--- src/lsb_stego_extractor_macros.svh ---
// assertion macros used by the lsb stego extractor top level
`ifndef LSB_STEGO_EXTRACTOR_MACROS_SVH
`define LSB_STEGO_EXTRACTOR_MACROS_SVH

// same-cycle implication, clocked on clk, off during reset
`define LSE_ASSERT_NOW(lbl, ante, cons, msg) \
	lbl: assert property (@(posedge clk) disable iff (!arst_n) (ante) |-> (cons)) \
		else $error(msg);

// next-cycle implication, clocked on clk, off during reset
`define LSE_ASSERT_NEXT(lbl, ante, cons, msg) \
	lbl: assert property (@(posedge clk) disable iff (!arst_n) (ante) |=> (cons)) \
		else $error(msg);

`endif

--- src/lse_pkg.sv ---
// shared types and constants of the lsb stego extractor
package lse_pkg;

	localparam int HEADER_BYTES = 54;
	localparam int CODE_BYTES   = 8;

	localparam int HDR_CNT_W  = 6;
	localparam int CFG_IDX_W  = 1;
	localparam int CFG_DATA_W = 64;

	// configuration register indexes
	localparam logic [CFG_IDX_W-1:0] REG_SECRET_CODE   = 1'd0;
	localparam logic [CFG_IDX_W-1:0] REG_SECRET_LENGTH = 1'd1;

	// result kinds
	localparam logic [1:0] KIND_EXT    = 2'd0;
	localparam logic [1:0] KIND_PAY    = 2'd1;
	localparam logic [1:0] KIND_STATUS = 2'd2;

	// status codes
	localparam logic ST_OK       = 1'b0;
	localparam logic ST_MISMATCH = 1'b1;

	// input request held in the input register
	typedef struct packed {
		logic       valid;
		logic [7:0] image_byte;
		logic       frame_start;
	} in_item_t;

	// result request from the parser
	typedef struct packed {
		logic       valid;
		logic [7:0] out_byte;
		logic [1:0] out_kind;
		logic       status_code;
		logic       last;
	} res_t;

endpackage

--- src/lse_in_if.sv ---
// input channel: image bytes with frame start marker
interface lse_in_if;
	import lse_pkg::*;

	logic       valid;
	logic       ready;
	logic [7:0] image_byte;
	logic       frame_start;

	modport source (output valid, output image_byte, output frame_start, input ready);
	modport sink (input valid, input image_byte, input frame_start, output ready);
endinterface

--- src/lse_out_if.sv ---
// output channel: decoded bytes and status
interface lse_out_if;
	import lse_pkg::*;

	logic       valid;
	logic       ready;
	logic [7:0] out_byte;
	logic [1:0] out_kind;
	logic       status_code;
	logic       last;

	modport source (output valid, output out_byte, output out_kind, output status_code,
		output last, input ready);
	modport sink (input valid, input out_byte, input out_kind, input status_code,
		input last, output ready);
endinterface

--- src/lse_in_stage.sv ---
// input register stage of the lsb stego extractor
module lse_in_stage (
	input  logic             clk,
	input  logic             arst_n,
	lse_in_if.sink           image,
	input  logic             advance,
	output lse_pkg::in_item_t item_s1
);
	import lse_pkg::*;

	logic       valid_s1;
	logic [7:0] byte_s1;
	logic       fs_s1;

	// take a new request whenever the register is empty or the held one moves on
	assign image.ready = !valid_s1 || advance;

	// valid flag
	always_ff @(posedge clk or negedge arst_n) begin
		if (!arst_n) begin
			valid_s1 <= 1'b0;
		end else if (image.ready) begin
			valid_s1 <= image.valid;
		end
	end

	// payload capture
	always_ff @(posedge clk) begin
		if (image.valid && image.ready) begin
			byte_s1 <= image.image_byte;
			fs_s1   <= image.frame_start;
		end
	end

	assign item_s1 = '{valid: valid_s1, image_byte: byte_s1, frame_start: fs_s1};
endmodule

--- src/lse_parser.sv ---
// field parser: header skip, bit gathering, secret check and byte output
module lse_parser (
	input  logic                           clk,
	input  logic                           arst_n,
	input  logic                           cfg_we,
	input  logic [lse_pkg::CFG_IDX_W-1:0]  cfg_index,
	input  logic [lse_pkg::CFG_DATA_W-1:0] cfg_data,
	input  lse_pkg::in_item_t              item_s1,
	input  logic                           advance,
	output lse_pkg::res_t                  res
);
	import lse_pkg::*;

	localparam logic [2:0] PH_HDR  = 3'd0;
	localparam logic [2:0] PH_SLEN = 3'd1;
	localparam logic [2:0] PH_SEC  = 3'd2;
	localparam logic [2:0] PH_XLEN = 3'd3;
	localparam logic [2:0] PH_XDAT = 3'd4;
	localparam logic [2:0] PH_PLEN = 3'd5;
	localparam logic [2:0] PH_PDAT = 3'd6;
	localparam logic [2:0] PH_DONE = 3'd7;

	logic [63:0]          secret_code_q;
	logic [3:0]           secret_length_q;

	logic [2:0]           phase_q, phase_n;
	logic [HDR_CNT_W-1:0] hc_q, hc_n;
	logic [4:0]           bc_q, bc_n;
	logic [31:0]          gs_q, gs_n;
	logic [31:0]          br_q, br_n;
	logic [31:0]          seen_q, seen_n;
	logic [3:0]           ci_q, ci_n;
	logic                 match_q, match_n;

	logic                 fire;
	logic                 take;
	logic                 fin;
	logic                 sec_ok;
	logic [31:0]          gs_w;
	logic [31:0]          val;
	logic [5:0]           bc_w;
	logic [5:0]           need;
	logic [7:0]           code_byte;

	assign fire = item_s1.valid && advance;

	// configuration registers
	always_ff @(posedge clk or negedge arst_n) begin
		if (!arst_n) begin
			secret_code_q   <= '0;
			secret_length_q <= '0;
		end else if (cfg_we) begin
			unique case (cfg_index)
				REG_SECRET_CODE:   secret_code_q   <= cfg_data;
				REG_SECRET_LENGTH: secret_length_q <= cfg_data[3:0];
				default: ;
			endcase
		end
	end

	// one step of the parser for the held byte
	always_comb begin
		phase_n   = item_s1.frame_start ? PH_HDR : phase_q;
		hc_n      = item_s1.frame_start ? '0 : hc_q;
		bc_n      = item_s1.frame_start ? '0 : bc_q;
		gs_n      = item_s1.frame_start ? '0 : gs_q;
		br_n      = item_s1.frame_start ? '0 : br_q;
		seen_n    = item_s1.frame_start ? '0 : seen_q;
		ci_n      = item_s1.frame_start ? '0 : ci_q;
		match_n   = item_s1.frame_start ? 1'b1 : match_q;
		res       = '0;
		take      = 1'b1;
		fin       = 1'b0;
		sec_ok    = 1'b0;
		gs_w      = '0;
		val       = '0;
		bc_w      = '0;
		need      = 6'd8;
		code_byte = '0;

		// header skip
		if (phase_n == PH_HDR) begin
			if (hc_n < HDR_CNT_W'(HEADER_BYTES)) begin
				hc_n = hc_n + HDR_CNT_W'(1);
				take = 1'b0;
			end else begin
				phase_n = PH_SLEN;
			end
		end

		if (take && phase_n != PH_DONE) begin
			gs_w = {gs_n[30:0], item_s1.image_byte[0]};
			bc_w = {1'b0, bc_n} + 6'd1;
			need = (phase_n == PH_SLEN || phase_n == PH_XLEN || phase_n == PH_PLEN)
				? 6'd32 : 6'd8;
			if (bc_w < need) begin
				gs_n = gs_w;
				bc_n = bc_w[4:0];
			end else begin
				bc_n = '0;
				gs_n = '0;
				val  = gs_w;
				unique case (phase_n)
					PH_SLEN: begin
						seen_n  = val;
						br_n    = val;
						ci_n    = '0;
						match_n = 1'b1;
						if (val == '0) begin
							fin = 1'b1;
						end else begin
							phase_n = PH_SEC;
						end
					end
					PH_SEC: begin
						// expected code byte at the current secret position
						code_byte = secret_code_q[{ci_n[2:0], 3'b000} +: 8];
						if (ci_n < 4'(CODE_BYTES)) begin
							if (code_byte != val[7:0]) begin
								match_n = 1'b0;
							end
						end else begin
							match_n = 1'b0;
						end
						if (ci_n != 4'hF) begin
							ci_n = ci_n + 4'd1;
						end
						br_n = br_n - 32'd1;
						if (br_n == '0) begin
							fin = 1'b1;
						end
					end
					PH_XLEN: begin
						br_n    = val;
						phase_n = (val != '0) ? PH_XDAT : PH_PLEN;
					end
					PH_XDAT: begin
						br_n = br_n - 32'd1;
						if (br_n == '0) begin
							phase_n = PH_PLEN;
						end
						res = '{valid: 1'b1, out_byte: val[7:0], out_kind: KIND_EXT,
							status_code: ST_OK, last: 1'b0};
					end
					PH_PLEN: begin
						if (val == '0) begin
							phase_n = PH_DONE;
							res = '{valid: 1'b1, out_byte: 8'd0, out_kind: KIND_STATUS,
								status_code: ST_OK, last: 1'b1};
						end else begin
							br_n    = val;
							phase_n = PH_PDAT;
						end
					end
					PH_PDAT: begin
						br_n = br_n - 32'd1;
						if (br_n == '0) begin
							phase_n = PH_DONE;
						end
						res = '{valid: 1'b1, out_byte: val[7:0], out_kind: KIND_PAY,
							status_code: ST_OK, last: (br_n == '0)};
					end
					default: begin
						phase_n = PH_DONE;
					end
				endcase

				// secret check at the end of the secret field
				if (fin) begin
					sec_ok = match_n && (seen_n == {28'd0, secret_length_q})
						&& (secret_length_q <= 4'(CODE_BYTES));
					if (sec_ok) begin
						phase_n = PH_XLEN;
					end else begin
						phase_n = PH_DONE;
						res = '{valid: 1'b1, out_byte: 8'd0, out_kind: KIND_STATUS,
							status_code: ST_MISMATCH, last: 1'b1};
					end
				end
			end
		end

		if (!fire) begin
			res.valid = 1'b0;
		end
	end

	// parse state
	always_ff @(posedge clk or negedge arst_n) begin
		if (!arst_n) begin
			phase_q <= PH_HDR;
			hc_q    <= '0;
			bc_q    <= '0;
			gs_q    <= '0;
			br_q    <= '0;
			seen_q  <= '0;
			ci_q    <= '0;
			match_q <= 1'b1;
		end else if (fire) begin
			phase_q <= phase_n;
			hc_q    <= hc_n;
			bc_q    <= bc_n;
			gs_q    <= gs_n;
			br_q    <= br_n;
			seen_q  <= seen_n;
			ci_q    <= ci_n;
			match_q <= match_n;
		end
	end
endmodule

--- src/lse_out_stage.sv ---
// result register of the lsb stego extractor
module lse_out_stage (
	input  logic          clk,
	input  logic          arst_n,
	input  lse_pkg::res_t res,
	output logic          advance,
	lse_out_if.source     result
);
	import lse_pkg::*;

	logic       valid_q;
	logic [7:0] byte_q;
	logic [1:0] kind_q;
	logic       status_q;
	logic       last_q;

	// register is free when empty or being taken
	assign advance = !valid_q || result.ready;

	// valid flag
	always_ff @(posedge clk or negedge arst_n) begin
		if (!arst_n) begin
			valid_q <= 1'b0;
		end else if (advance) begin
			valid_q <= res.valid;
		end
	end

	// payload capture
	always_ff @(posedge clk) begin
		if (advance && res.valid) begin
			byte_q   <= res.out_byte;
			kind_q   <= res.out_kind;
			status_q <= res.status_code;
			last_q   <= res.last;
		end
	end

	assign result.valid       = valid_q;
	assign result.out_byte    = byte_q;
	assign result.out_kind    = kind_q;
	assign result.status_code = status_q;
	assign result.last        = last_q;
endmodule

--- src/lsb_stego_extractor.sv ---
// top level of the lsb stego extractor
//
// image carries one file byte per request, frame_start set on the first byte
// of each file. the first 54 bytes are skipped, then bit 0 of each byte is
// gathered msb first into: secret length, secret, extension length, extension
// bytes, payload length, payload bytes.
// result carries one request per extension or payload byte, or a status-only
// request (secret mismatch, or empty payload); last marks the final one.
// secret_code and secret_length are written through cfg_we/cfg_index/cfg_data;
// the user must write them while the block is idle, the block does not enforce it.
// an accepted byte is held in the input register; the parser result for it is
// loaded into the result register when that register is free, and offered there.
// throughput: one byte per cycle while result is not stalled; the parser step is
// combinational shift, count and compare logic.
// reset clears the parse state to header skip and both config registers.
// when result stalls, the result register holds and the input register takes
// one more byte if it is empty, then image.ready drops until result is taken.
`include "lsb_stego_extractor_macros.svh"

module lsb_stego_extractor (
	input  logic                           clk,
	input  logic                           arst_n,
	input  logic                           cfg_we,
	input  logic [lse_pkg::CFG_IDX_W-1:0]  cfg_index,
	input  logic [lse_pkg::CFG_DATA_W-1:0] cfg_data,
	lse_in_if.sink                         image,
	lse_out_if.source                      result
);
	import lse_pkg::*;

	in_item_t item_s1;
	res_t     res;
	logic     advance;

	lse_in_stage u_in_stage (
		.clk     (clk),
		.arst_n  (arst_n),
		.image   (image),
		.advance (advance),
		.item_s1 (item_s1)
	);

	lse_parser u_parser (
		.clk       (clk),
		.arst_n    (arst_n),
		.cfg_we    (cfg_we),
		.cfg_index (cfg_index),
		.cfg_data  (cfg_data),
		.item_s1   (item_s1),
		.advance   (advance),
		.res       (res)
	);

	lse_out_stage u_out_stage (
		.clk     (clk),
		.arst_n  (arst_n),
		.res     (res),
		.advance (advance),
		.result  (result)
	);

	// stalled output with a full input register blocks new requests
	`LSE_ASSERT_NOW(a_stall_blocks, result.valid && !result.ready && item_s1.valid,
		!image.ready, "input accepted while both stages are full")

	// status-only results close the file and carry no byte
	`LSE_ASSERT_NOW(a_status_last, result.valid && result.out_kind == KIND_STATUS,
		result.last && result.out_byte == 8'd0, "status result without last or with data")

	// no result appears without a held input request
	`LSE_ASSERT_NEXT(a_no_invented, !result.valid && !item_s1.valid,
		!result.valid, "result produced with no input request")
endmodule
--- src/flat_wrapper.sv ---
// flat-port wrapper written by rule: the top's interface ports become plain ports
module lsb_stego_extractor_flat import lse_pkg::*;
  (clk, arst_n, cfg_we, cfg_index, cfg_data, image_valid, image_image_byte, image_frame_start, image_ready, result_valid, result_out_byte, result_out_kind, result_status_code, result_last, result_ready);
  lse_in_if image_i ();
  lse_out_if result_i ();
  input  logic clk;
  input  logic arst_n;
  input  logic cfg_we;
  input  logic [lse_pkg::CFG_IDX_W-1:0] cfg_index;
  input  logic [lse_pkg::CFG_DATA_W-1:0] cfg_data;
  input wire logic [$bits(image_i.valid)-1:0] image_valid;
  input wire logic [$bits(image_i.image_byte)-1:0] image_image_byte;
  input wire logic [$bits(image_i.frame_start)-1:0] image_frame_start;
  output wire logic [$bits(image_i.ready)-1:0] image_ready;
  output wire logic [$bits(result_i.valid)-1:0] result_valid;
  output wire logic [$bits(result_i.out_byte)-1:0] result_out_byte;
  output wire logic [$bits(result_i.out_kind)-1:0] result_out_kind;
  output wire logic [$bits(result_i.status_code)-1:0] result_status_code;
  output wire logic [$bits(result_i.last)-1:0] result_last;
  input wire logic [$bits(result_i.ready)-1:0] result_ready;
  assign image_i.valid = image_valid;
  assign image_i.image_byte = image_image_byte;
  assign image_i.frame_start = image_frame_start;
  assign image_ready = image_i.ready;
  assign result_valid = result_i.valid;
  assign result_out_byte = result_i.out_byte;
  assign result_out_kind = result_i.out_kind;
  assign result_status_code = result_i.status_code;
  assign result_last = result_i.last;
  assign result_i.ready = result_ready;
  lsb_stego_extractor u_core (.clk(clk), .arst_n(arst_n), .cfg_we(cfg_we), .cfg_index(cfg_index), .cfg_data(cfg_data), .image(image_i), .result(result_i));
endmodule
--- config.mk ---
export PLATFORM = sky130hd
export DESIGN_NAME = lsb_stego_extractor_flat
export DESIGN_NICKNAME = d
export VERILOG_FILES = /design/src/lse_pkg.sv /design/src/lse_in_if.sv /design/src/lse_out_if.sv /design/src/lse_in_stage.sv /design/src/lse_parser.sv /design/src/lse_out_stage.sv /design/src/lsb_stego_extractor.sv /design/src/flat_wrapper.sv
export VERILOG_INCLUDE_DIRS = /design/src /design/src/src
export SDC_FILE = /design/constraint.sdc
export NUM_CORES = 1
export LEC_CHECK = 0
export BUFFER_PORTS_ARGS = -buffer_cell sky130_fd_sc_hd__buf_2
export CAP_MARGIN = 20
export CORE_ASPECT_RATIO = 2
export CORE_MARGIN = 5
export CORE_UTILIZATION = 55
export CTS_BUF_LIST = sky130_fd_sc_hd__clkbuf_4 sky130_fd_sc_hd__clkbuf_8
export DETAILED_ROUTE_END_ITERATION = 6
export GPL_TIMING_DRIVEN = 1
export PLACE_DENSITY = 0.8
export SETUP_SLACK_MARGIN = 0.05
export SLEW_MARGIN = 20
export SYNTH_ARGS = -nofsm -noshare
export SYNTH_HDL_FRONTEND = slang
export SYNTH_SLANG_ARGS = --single-unit
--- constraint.sdc ---
create_clock -name clk -period 6.5 [get_ports clk]
set_input_delay 0.975 -clock clk [delete_from_list [all_inputs] [get_ports clk]]
set_output_delay 0.975 -clock clk [all_outputs]
set_load 0.05 [all_outputs]
==> impl_results.md <==
- Combinational power share: 0.108
- Clock Skews: 16.89 ps
- Clock power frac: 0.345
- Fillers: 1717
- Initial drt markers: 837
- Worst rel slew slack: 0.3176
- Area of the multi-input gates: 0.005510 mm^2
- Setup Viol. Count Final: 0
- Clk buf depth: 2
- DR pass1 iterations: 5
- Startpoint types: flip-flop
- Tot GR Track Use: 0.2876
- Psw: 665.2 uW
- Critical path type: reg -> reg
- Core area: 0.01973 mm^2
- Post_cts resized: 0
- Internal power: 1.841 mW
- Max-cap viol count: 0
- Die W: 109.7 um
- Post-CTS Setup Bufs: 0
- Largest net degree at the start of global routing: 115
- Crit end category: flip-flop
- Most frequent cells in the layout: 183 x dfrtp_1, 139 x nand2_1, 128 x o21ai_0
- FF/Latch Area: 0.005026 mm^2
- Vias in the first global route: 9808
- GPL Wtd Cong: 0.9665
- Cells after Synth: 1156
- Worst Slack Setup Final: 1743 ps
- Clock Tree Root: clkbuf_8
- Overflow after GRT: 0
- Die Y: 209.3 um
- Post-synth ARST share: 0.9293
- Number of vias per cell: 6.511
- WL final: 31.72 mm
- Die Area: 0.02295 mm^2
- Synth top area cells: dfrtp_1 42%, mux2_2 7.9%, o21ai_0 5.9%, a22oi_1 5.3%, nand2_1 4.8%
- Skew-Pair Late Insertion Delay: 500 ps
- Share of layout cells above drive strength 1: 0.2010
- DR WL/cell: 21.63 um
- Sw Share: 0.2654
- Post-route antenna net violation count: 0
- Synthesized net count: 1241
- Starting density of the core: 0.5538
- Status: complete, no violations
- Most common cell after layout, fill and taps aside: dfrtp_1
- Top cell type's share of synthesized area: 0.4191
- Clock buffer count from CTS: 17
- Top achievable clock speed: 210.2 MHz
- Crit path required time: 6700 ps
- Period utilization: 0.7319
- Slew @ Worst Pin: 1023 ps
- Flop pwr share: 0.547
- Unrepaired setup endpoints after global routing: false
- Number of antenna violations at the first check in global routing: 0
- Worst Hold Class: reg -> reg
- Number of synthesized flops with an enable pin: 14
- Post-Syn Area: 0.01093 mm^2
- Site Rows: 73
- Post-route setup TNS: 0 ps
- Post-layout nets: 1276
- Distinct cells, synth: 81
- Worst vdd ir: 0.2432 mV
- Clock slew seen by the registers of the worst setup and hold paths: 100 ps
- Seq cells post-synth: 198
- I/O Pins: 93
- CTS H-tree lvls: 4
- Post-synthesis sequential area ratio: 0.4600
- CTS Hold Buffers Added: 0
- Clk sinks: 198
- Post-synth top area cell: dfrtp_1
- Vias post-DR: 9545
- Warnings from Yosys: 0
- Mapped Avg Cell Area: 9.451 um^2
- Drt drc: 0
- Critical path peak fanout: 12
- Pre-CTS setup slack: 1814 ps
- Port Buf Inserts: 85
- PwrDens: 209.7 mW/mm^2
- Area delta synth->final: 9.368%
- P_leak: 5.044 nW
- Number of diodes: 0
- First-pass GRT wire length: 50.75 mm
- Shortest period the worst path allows: 4757 ps
- CTS tree: built
- HPWL after DPL: 22.76 mm
- Arrival time worst endpoint: 4950 ps
- Top_reg_cell synth: dfrtp_1
- Final Hold Viols: 0
- Slew Viols, Final: 0
## logic make-up (layout without fill, tap and decap cells)
logic type / after synthesis / in the layout / share of synthesized area
XOR/XNOR: 30 / 30 / 0.02405
flip-flops: 198 / 198 / 0.4600
AND/OR/NAND/NOR: 382 / 382 / 0.1745
multiplexers: 95 / 95 / 0.1027
AO/OA/AOI/OAI: 339 / 339 / 0.1937
buffers and inverters: 106 / 154 / 0.03813
adder cells (fa/ha/maj): 6 / 6 / 0.006871
## flip-flops by register name, summed over array words and instances (netlist names)
signal and cells:
u_core.u_parser.ci_q 4, u_core.u_parser.secret_length_q 4, u_core.u_in_stage.byte_s1 1, u_core.u_out_stage.result.status_code 1, u_core.u_in_stage.fs_s1 1, u_core.u_in_stage.valid_s1 1, u_core.u_parser.secret_code_q 64, u_core.u_parser.hc_q 6
u_core.u_out_stage.result.out_byte 8, u_core.u_parser.gs_q 31, u_core.u_out_stage.result.last 1, u_core.u_parser.match_q 1, u_core.u_parser.bc_q 5, u_core.u_parser.seen_q 32, u_core.u_out_stage.result.valid 1, u_core.u_parser.br_q 32
u_core.u_out_stage.result.out_kind 2, u_core.u_parser.phase_q 3
## path summary, 6_finish.rpt
check,start,to,slack [ps],depth (start not counted)
hold / removal,u_core.u_parser.secret_code_q[46]$_DFFE_PN0P_,u_core.u_parser.secret_code_q[46]$_DFFE_PN0P_,510,1
setup reg to reg,u_core.u_in_stage.fs_s1$_DFFE_PP_,u_core.u_out_stage.result.out_byte[2]$_SDFFCE_PP0P_,1740,15
min in group asynchronous,arst_n,u_core.u_in_stage.valid_s1$_DFFE_PN0N_,560,1
setup / recovery,u_core.u_in_stage.fs_s1$_DFFE_PP_,u_core.u_out_stage.result.out_byte[2]$_SDFFCE_PP0P_,1740,15
hold reg to reg,u_core.u_parser.secret_code_q[46]$_DFFE_PN0P_,u_core.u_parser.secret_code_q[46]$_DFFE_PN0P_,510,1
max in group asynchronous,arst_n,u_core.u_parser.secret_code_q[25]$_DFFE_PN0P_,4520,2
## through the flow
stage / power (mW) / instance area (um^2) / cells / hold slack (ps) / utilization
2_1_floorplan: 1.557 / 10930 / 1156 / 463.3 / -
3_3_place_gp: 1.651 / 11520 / 1434 / 479.7 / 0.5837
3_5_place_dp: 1.665 / 11520 / 1434 / 490.3 / 0.5837
4_1_cts: 2.517 / 11950 / 1466 / 517.3 / 0.6057
5_1_grt: 2.601 / 11950 / 1466 / 535.7 / 0.6057
6_report: 2.506 / 11950 / 1466 / 513.6 / 0.6057
## Yosys cell counts, drive strengths merged, types with 3 or more instances
cell type  count
xnor2         16
mux4           6
nor2b          9
nand2b        12
or3            8
ha             6
inv           15
or4           14
mux2          77
nand3         21
nand3b         6
o22ai          6
edfxtp        14
a31oi          9
nor2          68
and2           7
nand4b         4
or2            4
and3          11
a21o           5
o311ai         3
mux2i         12
a22oi         77
a22o           6
o31ai          7
nor3          29
nand2        140
a211oi         5
nor3b          6
o21ai        134
o21bai         3
clkbuf        80
buf           10
dfrtp        183
nor4          23
nand4          9
o211ai         3
xor2          14
a21oi         56
## critical path, stage by stage, from the launching register on
cell and delay, ps:
edfxtp_1 360, inv_1 130, nand2_1 140, ha_1 150
buf_4 180, or4b_1 560, or4_4 630, nor4_1 480
xnor2_1 170, nand4b_1 250, nor4_4 470, and4_4 310
o31ai_2 90, and3b_1 220, nor2_1 90, buf_4 230
## metal layers
layer  share of wire  wire [um]  vias up  track usage
met5               0          0        -            0
met2            0.54      17020      389       0.4974
met3           0.046       1450      145      0.04648
met4           0.083       2647        0       0.2221
li1                -          -     4298            -
met1            0.33      10600     4713       0.3012
## area by class of cell
class / count / area share
Multi-Input combinational cell: 852 / 0.4611
Sequential cell: 198 / 0.4206
Timing Repair Buffer: 106 / 0.04953
Tap cell: 262 / 0.02743
Clock buffer: 18 / 0.02073
Clock inverter: 14 / 0.01550
Inverter: 16 / 0.005026
## power groups by stage
stage / registers [mW] / clock network (mW) / logic (mW)
finish: 1.37 / 0.864 / 0.270
global route: 1.38 / 0.923 / 0.297
CTS: 1.37 / 0.874 / 0.272
detailed placement: 1.39 / 0 / 0.270
global placement: 1.39 / 0 / 0.262
floorplan: 1.37 / 0 / 0.192
Power figures use the tool's default switching activity.
